**config.mk**
```make
export PLATFORM = sky130hd
export DESIGN_NAME = sot_ctrl
export DESIGN_NICKNAME = d
export VERILOG_FILES = /design/src/rtl/assert_macros.svh /design/src/rtl/sot_pkg.sv /design/src/rtl/sot_ctrl.sv
export SDC_FILE = /design/constraint.sdc
export NUM_CORES = 1
export LEC_CHECK = 0
export BUFFER_PORTS_ARGS = -buffer_cell sky130_fd_sc_hd__buf_2
export CORE_ASPECT_RATIO = 0.6
export CORE_UTILIZATION = 51
export DETAILED_ROUTE_END_ITERATION = 6
export PLACE_DENSITY_LB_ADDON = 0.1
export SYNTH_ARGS = -nofsm -noshare
export SYNTH_HDL_FRONTEND = slang
export SYNTH_SLANG_ARGS = --single-unit
```
**constraint.sdc**
```tcl
create_clock -name i_clk -period 8.1 [get_ports i_clk]
set_input_delay 1.215 -clock i_clk [delete_from_list [all_inputs] [get_ports i_clk]]
set_output_delay 1.215 -clock i_clk [all_outputs]
set_load 0.05 [all_outputs]
```
**src/rtl/assert_macros.svh**
```systemverilog
// ----------------------------------------------------------------------------
// Assertion macros
// Shared concurrent assertion forms, clocked and disabled during reset.
// ----------------------------------------------------------------------------
`ifndef ASSERT_MACROS_SVH
`define ASSERT_MACROS_SVH

// Property holds at every rising edge outside reset
`define ASSERT_ALWAYS(label, clk, rst_n, prop, msg) \
    label: assert property (@(posedge clk) disable iff (!rst_n) (prop)) else $error(msg);

// Antecedent in one cycle implies the consequent in the same cycle
`define ASSERT_IMPL(label, clk, rst_n, ante, cons, msg) \
    label: assert property (@(posedge clk) disable iff (!rst_n) (ante) |-> (cons)) \
        else $error(msg);

// Antecedent in one cycle implies the consequent later, checked with |=> ##1
`define ASSERT_IMPL2(label, clk, rst_n, ante, cons, msg) \
    label: assert property (@(posedge clk) disable iff (!rst_n) (ante) |=> ##1 (cons)) \
        else $error(msg);

`endif

```
**src/rtl/sot_pkg.sv**
```systemverilog
// ----------------------------------------------------------------------------
// sot_pkg
// Types and codes shared by the stream ownership table modules.
// ----------------------------------------------------------------------------
package sot_pkg;

    // Field widths
    localparam int MODE_W   = 2;
    localparam int SID_W    = 16;
    localparam int CLIENT_W = 16;
    localparam int DOMAIN_W = 16;
    localparam int INST_W   = 4;
    localparam int STATUS_W = 2;

    // Default table depth
    localparam int DEF_TABLE_ENTRIES = 256;

    // Request codes
    localparam logic [MODE_W-1:0] MODE_ASSIGN  = 2'd0;
    localparam logic [MODE_W-1:0] MODE_RELEASE = 2'd1;
    localparam logic [MODE_W-1:0] MODE_LOOKUP  = 2'd2;

    // Status codes
    localparam logic [STATUS_W-1:0] ST_OK        = 2'd0;
    localparam logic [STATUS_W-1:0] ST_INVALID   = 2'd1;
    localparam logic [STATUS_W-1:0] ST_BUSY      = 2'd2;
    localparam logic [STATUS_W-1:0] ST_NOT_FOUND = 2'd3;

    // Request beat
    typedef struct packed {
        logic [MODE_W-1:0]   mode;
        logic [SID_W-1:0]    stream_id;
        logic [CLIENT_W-1:0] client;
        logic [DOMAIN_W-1:0] domain;
        logic [INST_W-1:0]   instance_id;
    } t_req;

    // Result beat
    typedef struct packed {
        logic [STATUS_W-1:0] status;
        logic [CLIENT_W-1:0] found_client;
        logic [DOMAIN_W-1:0] found_domain;
        logic [INST_W-1:0]   found_instance;
    } t_rsp;

    // One table entry
    typedef struct packed {
        logic                active;
        logic [DOMAIN_W-1:0] domain;
        logic [CLIENT_W-1:0] client;
        logic [INST_W-1:0]   inst;
    } t_entry;

endpackage

```
**src/rtl/sot_ctrl.sv**
```systemverilog
// ----------------------------------------------------------------------------
// sot_ctrl
// Request sequencer: clearing pass, table read, check and write back.
// ----------------------------------------------------------------------------
module sot_ctrl #(
    parameter int TABLE_ENTRIES = sot_pkg::DEF_TABLE_ENTRIES,
    parameter int AW            = $clog2(TABLE_ENTRIES)
) (
    input  logic              i_clk,
    input  logic              i_rst_n,
    input  logic              i_start,
    output logic              o_busy,
    input  sot_pkg::t_req     i_req,
    output logic              o_done,
    output sot_pkg::t_rsp     o_rsp,
    output logic              o_mem_re,
    output logic [AW-1:0]     o_mem_raddr,
    input  sot_pkg::t_entry   i_mem_rdata,
    output logic              o_mem_we,
    output logic [AW-1:0]     o_mem_waddr,
    output sot_pkg::t_entry   o_mem_wdata
);

    localparam logic [sot_pkg::SID_W:0] N_ENTRIES = (sot_pkg::SID_W + 1)'(TABLE_ENTRIES);
    localparam logic [AW-1:0]           LAST_IDX  = AW'(TABLE_ENTRIES - 1);

    typedef enum logic [1:0] {
        S_CLEAR,
        S_IDLE,
        S_EXEC
    } t_state;

    t_state          r_state;
    logic [AW-1:0]   r_clr_idx;
    sot_pkg::t_req   r_req;
    logic            r_done;
    sot_pkg::t_rsp   r_rsp;
    sot_pkg::t_rsp   n_rsp;

    logic            accept;
    logic            req_in_range;
    logic            cur_in_range;
    sot_pkg::t_entry rd;

    assign accept       = i_start && (r_state == S_IDLE);
    assign req_in_range = {1'b0, i_req.stream_id} < N_ENTRIES;
    assign cur_in_range = {1'b0, r_req.stream_id} < N_ENTRIES;
    assign rd           = i_mem_rdata;

    // Table read is issued on the accepting edge, for in-range stream IDs only
    assign o_mem_re    = accept && req_in_range;
    assign o_mem_raddr = i_req.stream_id[AW-1:0];

    // Decide result and write back
    always_comb begin
        n_rsp        = '0;
        n_rsp.status = sot_pkg::ST_INVALID;
        o_mem_we     = 1'b0;
        o_mem_waddr  = r_req.stream_id[AW-1:0];
        o_mem_wdata  = rd;
        unique case (r_state)
            S_CLEAR: begin
                o_mem_we    = 1'b1;
                o_mem_waddr = r_clr_idx;
                o_mem_wdata = '0;
            end
            S_EXEC: begin
                if (cur_in_range) begin
                    unique case (r_req.mode)
                        sot_pkg::MODE_ASSIGN: begin
                            if (rd.active && (rd.domain != r_req.domain)) begin
                                n_rsp.status = sot_pkg::ST_BUSY;
                            end else begin
                                n_rsp.status       = sot_pkg::ST_OK;
                                o_mem_we           = 1'b1;
                                o_mem_wdata.active = 1'b1;
                                o_mem_wdata.domain = r_req.domain;
                                o_mem_wdata.client = r_req.client;
                                o_mem_wdata.inst   = r_req.instance_id;
                            end
                        end
                        sot_pkg::MODE_RELEASE: begin
                            if (rd.active && (rd.inst == r_req.instance_id)) begin
                                n_rsp.status       = sot_pkg::ST_OK;
                                o_mem_we           = 1'b1;
                                o_mem_wdata.active = 1'b0;
                                o_mem_wdata.domain = '0;
                            end
                        end
                        sot_pkg::MODE_LOOKUP: begin
                            if (rd.active) begin
                                n_rsp.status         = sot_pkg::ST_OK;
                                n_rsp.found_client   = rd.client;
                                n_rsp.found_domain   = rd.domain;
                                n_rsp.found_instance = rd.inst;
                            end else begin
                                n_rsp.status = sot_pkg::ST_NOT_FOUND;
                            end
                        end
                        default: begin
                            n_rsp.status = sot_pkg::ST_INVALID;
                        end
                    endcase
                end
            end
            default: begin
            end
        endcase
    end

    // Sequencer state and registered outputs
    always_ff @(posedge i_clk) begin
        if (!i_rst_n) begin
            r_state   <= S_CLEAR;
            r_clr_idx <= '0;
            r_done    <= 1'b0;
            r_rsp     <= '0;
        end else begin
            r_done <= 1'b0;
            unique case (r_state)
                S_CLEAR: begin
                    r_clr_idx <= r_clr_idx + 1'b1;
                    if (r_clr_idx == LAST_IDX) begin
                        r_state <= S_IDLE;
                    end
                end
                S_IDLE: begin
                    if (i_start) begin
                        r_state <= S_EXEC;
                    end
                end
                S_EXEC: begin
                    r_done  <= 1'b1;
                    r_rsp   <= n_rsp;
                    r_state <= S_IDLE;
                end
                default: begin
                    r_state <= S_IDLE;
                end
            endcase
        end
    end

    // Request payload register
    always_ff @(posedge i_clk) begin
        if (accept) begin
            r_req <= i_req;
        end
    end

    assign o_busy = (r_state != S_IDLE);
    assign o_done = r_done;
    assign o_rsp  = r_rsp;

endmodule

```
# Word-level counts from Yosys, hierarchy flattened
# Index checks and enable logic that the tools add are counted.
[op_classes]
n_addsub = 1
n_lt_le_gt_ge = 2
eq_ne = 10
n_mux = 23
n_reduce_logical = 7
[ops]
columns = ["operator", "count"]
rows = [
  ["37-bit two-way mux", 2],
  ["37-bit one-hot mux with 2 select lines", 1],
  ["36-bit two-way mux", 2],
  ["38-bit two-way mux", 1],
  ["17-bit one-hot mux with 2 select lines", 1],
  ["16-bit by 9-bit < comparator with 1-bit output, second input constant", 2],
  ["20-bit two-way mux", 1],
  ["17-bit two-way mux", 1],
  ["16-bit != test", 1],
  ["8-bit by 1-bit adder with 8-bit output, second input constant", 1],
  ["8-bit equality test, second input constant", 1],
  ["2-bit two-way mux", 4],
  ["8-bit two-way mux", 1],
  ["2-bit one-hot mux with 3 select lines", 1],
  ["1-bit two-way mux", 5],
  ["2-bit by 1-bit equality test with 1-bit output, second input constant", 2],
  ["2-bit equality test, second input constant", 2],
  ["4-bit equality test", 1],
  ["1-bit logical AND", 4],
  ["2-bit zero test", 2],
  ["2-bit != test, second input constant", 2],
  ["1-bit one-hot mux with 2 select lines", 2],
  ["2-bit one-hot mux with 2 select lines", 1],
  ["2-bit by 1-bit != test with 1-bit output, second input constant", 1],
  ["2-bit AND reduction", 1],
]
[word_totals]
register_bits = 103
inputBits = 94
out_inout_bits = 95
wordCells = 55

# Depth between registers and ports, before layout
[logic_depth]
ltp_word = 6
ltp_mapped = 7
ltp_nobuf = 5

# Least setup slack after synthesis
# Ideal clock, no wire load.
[synth_timing]
kind = "input to output"
start = "input i_start"
end = "output o_mem_re"
arrival_time_ps = 4327
t_required_ps = 6885
setup_slack_ps = 2558
stages = 3
n_path_buf = 0
path_cell_list = "inv_1 > nor2_1 > and3_1"
[synth_between]
elab_chain_len = 2
[synth_lines]
columns = ["element", "line_no", "rtl"]
rows = [
  ["from (decl)", "sot_ctrl.sv:11", "input logic i_start,"],
  ["1-bit logical AND", "sot_ctrl.sv:45", "assign accept = i_start && (r_state == S_IDLE);"],
  ["via accept", "sot_ctrl.sv:40", "logic accept;"],
  ["1-bit logical AND", "sot_ctrl.sv:51", "assign o_mem_re = accept && req_in_range;"],
  ["to (decl)", "sot_ctrl.sv:16", "output logic o_mem_re,"],
]
# The timed path passes the listed nets, and every way through them passes these cells.

==> impl_metrics.py <==
metrics = {
    "run_status": {
        "status": "finished clean",
    },
    "sta": {
        "fin_crit_sh_pct": 61.2,
        "setup_viol": 0,
        "rsz0062_at_grt": "false",
        "fin_crit_ps": 4950,
        "whs_ps": 505,
        "finalMaxSlewViolations": 0,
        "hold_violations": 0,
        "slew_headroom_pct": 35.7,
        "tightest_slew_ps": 964,
        "finalSetupTns_ps": 0,
        "skew_ps": 9.69,
        "timing.fmax_ghz": 0.202,
    },
    "floorplanning": {
        "core.rowCount": 25,
        "die_h_um": 73.0,
        "pin_count": 189,
        "die_area_um2": 8770,
        "initial_core_util_pct": 53.4,
        "die_w_um": 120,
        "core_area_um2": 8010,
    },
    "drt": {
        "drt_wl_total_um": 11000,
        "drtPass1Iterations": 4,
        "wl_met1_um": 4900,
        "wl_met3_um": 1020,
        "wire_per_inst_um": 16.9,
        "num_vias": 3565,
        "drcViolationCount": 0,
        "wl_met2_um": 4950,
        "first_iter_violations": 235,
        "viasPerCell": 5.48,
        "drt.antenna.violating_nets": 0,
        "highest-signal-layer": "met4",
    },
    "placed_design": {
        "port-buffer-count": 188,
        "dp_hpwl_um": 7910,
        "gp_congestion": 0.865,
        "placed_cell_area_um2": 5230,
    },
    "global_route": {
        "grt_max_degree": 56,
        "gr-total-overflow": 0,
        "grt_pass1_wl_um": 16500,
        "grt.total_usage_pct": 24.9,
        "grt_pass1_vias": 3279,
        "antenna_found_initial": 0,
    },
    "yosys": {
        "synth_commonest_cells": "edfxtp_1 (54), dfxtp_1 (49), nor2_1 (48)",
        "ys_top_cells_by_area": "edfxtp_1 (38%), dfxtp_1 (23%), a22oi_1 (6.3%), xnor2_1 (4.3%), nor2_1 (4.2%)",
        "synth.most_common_cell": "edfxtp_1",
        "syn-num-nets": 459,
        "yosys_warnings": 0,
        "syn_avg_cell_area_um2": 11.8,
        "synthArstFlopShare_pct": 0,
        "seq_area_frac_synth_pct": 60.8,
        "synth-seq-cells": 103,
        "ys_types": 35,
        "syn_inst": 364,
        "ys_dominant_reg_cell": "edfxtp_1",
        "synth_edf_count": 54,
        "synth_area_um2": 4280,
        "yosysTopAreaCell": "edfxtp_1",
        "synth_top_area_share_pct": 37.9,
    },
    "layout": {
        "register_area_um2": 2600,
        "antenna_cells": 0,
        "multi_input_area_um2": 1500,
        "layout-drive-gt1-share_pct": 40.0,
        "fin_util_pct": 69.3,
        "final_cell_area_um2": 5550,
        "fillers": 648,
        "final_net_count": 632,
        "syn_to_final_growth_pct": 29.7,
    },
    "clock_tree": {
        "cts_hold_buf": 0,
        "cts_root_buf": "clkbuf_16",
        "clock_sinks": 103,
        "cts_setup_buffers": 0,
        "cts_tree": "yes",
        "cts.repair.resized": 0,
        "numCtsBuffers": 9,
        "cts_buffer_depth": 2,
        "cts-htree-levels": 3,
        "clk_pin_slew_ps": 60,
        "clkLatencyLatePin_ps": 340,
    },
    "setup_path": {
        "critPathTopFamily": "buffers and inverters",
        "setup.worst_path.start_class": "input port",
        "cpMaxStageDelayCell": "o41ai_4",
        "slowest_delay_ps": 570,
        "path_class": "in -> out",
        "crit_fanout": 26,
        "required_ps": 6880,
        "crit_top_cell": "buf_2",
        "cp.arrival_ps": 3740,
        "cp-end-kind": "output pin",
        "critPathBufInv": 3,
        "crit_chain": "buf_2 -> xnor2_1 -> nand4_1 -> o41ai_4 -> and2_1 -> buf_4 -> a32o_1 -> buf_2",
    },
    "power_and_ir_drop": {
        "cell_internal_pwr_uw": 839,
        "power_density_nw_per_um2": 191,
        "pwr-share-clk_pct": 42.2,
        "switching_share_pct": 20.9,
        "power_switching_uw": 221,
        "power_mw": 1.06,
        "power_frac_seq_pct": 52.0,
        "pwr-share-comb_pct": 5.8,
        "peakVddDrop_v": 0.000115,
        "power_leakage_nw": 2.39,
    },
    "flow_run": {
        "maxCapViolations": 0,
    },
    "worst_hold_path": {
        "hold_path.class": "reg -> reg",
    },
}
[kinds of logic after synthesis]
family | Yosys count | synth area share, %
adder cells (fa/ha/maj) | 1 | 0.292
AND/OR/NAND/NOR | 109 | 11.6
flip-flops | 103 | 60.8
XOR/XNOR | 25 | 5.12
buffers and inverters | 35 | 4.39
AO/OA/AOI/OAI | 91 | 17.7
[tightest hold or removal path, delay by kind of cell (launching register included)]
family          cells  cell delay [ps]
flops               1              320
compound gates      1               80
simple gates        1               70
[power groups by stage]
stage | registers (mW) | clock network, mW | logic, mW
after floorplan | 0.562 | 0 | 0.0289
after global placement | 0.562 | 0 | 0.0601
after detailed placement | 0.562 | 0 | 0.0615
after CTS | 0.551 | 0.453 | 0.0620
after global routing | 0.551 | 0.473 | 0.0666
final | 0.551 | 0.448 | 0.0619
[final timing paths]
kind,from,to,slack (ps),depth (start not counted)
max,i_mem_rdata[35],o_mem_wdata[35],3150,8
min,o_rsp[23],o_rsp[23],500,2
max reg2reg,r_req[50],o_rsp[30],5730,6
min reg2reg,o_rsp[23],o_rsp[23],500,2
[sequential cells by signal (all words and copies together) (netlist names)]
name / count
r_clr_idx: 8
o_done: 1
r_state: 2
o_rsp: 38
r_req: 54
[area by class of cell]
type                       instances  share of cell area [%]
sequential                       103                    46.9
clock buffer                      12                    4.80
multi-input combinational        226                    27.0
inverter                           4                   0.271
timing repair buffer             193                    17.6
tap                              108                    2.44
clock inverter                     4                   0.924
[per-layer routing]
metal / vias to the layer above / GRT usage, %
met1: 1707 / 33.4
met4: 0 / 8.37
met5: - / 0
li1: 1695 / -
met2: 157 / 39.2
met3: 6 / 7.27
[layout by cell type, fill, tap and decap left out, types with 3 or more instances in the layout]
cell type | synthesis | routed
nand4_1 | 8 | 8
a22oi_1 | 36 | 36
nor2_1 | 48 | 47
nor4_1 | 4 | 4
buf_4 | 12 | 5
clkbuf_8 | 0 | 3
clkbuf_16 | 0 | 9
xor2_1 | 4 | 4
nor3_1 | 3 | 3
nand2_1 | 31 | 31
edfxtp_1 | 54 | 54
o21ai_0 | 6 | 6
a22o_1 | 20 | 20
xnor2_1 | 21 | 21
inv_1 | 4 | 4
buf_2 | 3 | 188
dfxtp_1 | 49 | 49
a21oi_1 | 7 | 6
a32o_1 | 16 | 16
[metrics by stage]
step | setup slack [ps] | instances
final | 3150 | 650
after global routing | 2980 | 650
after CTS | 3150 | 650
after detailed placement | 3160 | 634
after global placement | 3180 | 634
after floorplan | 2560 | 364
Power figures use the tool's default switching activity.
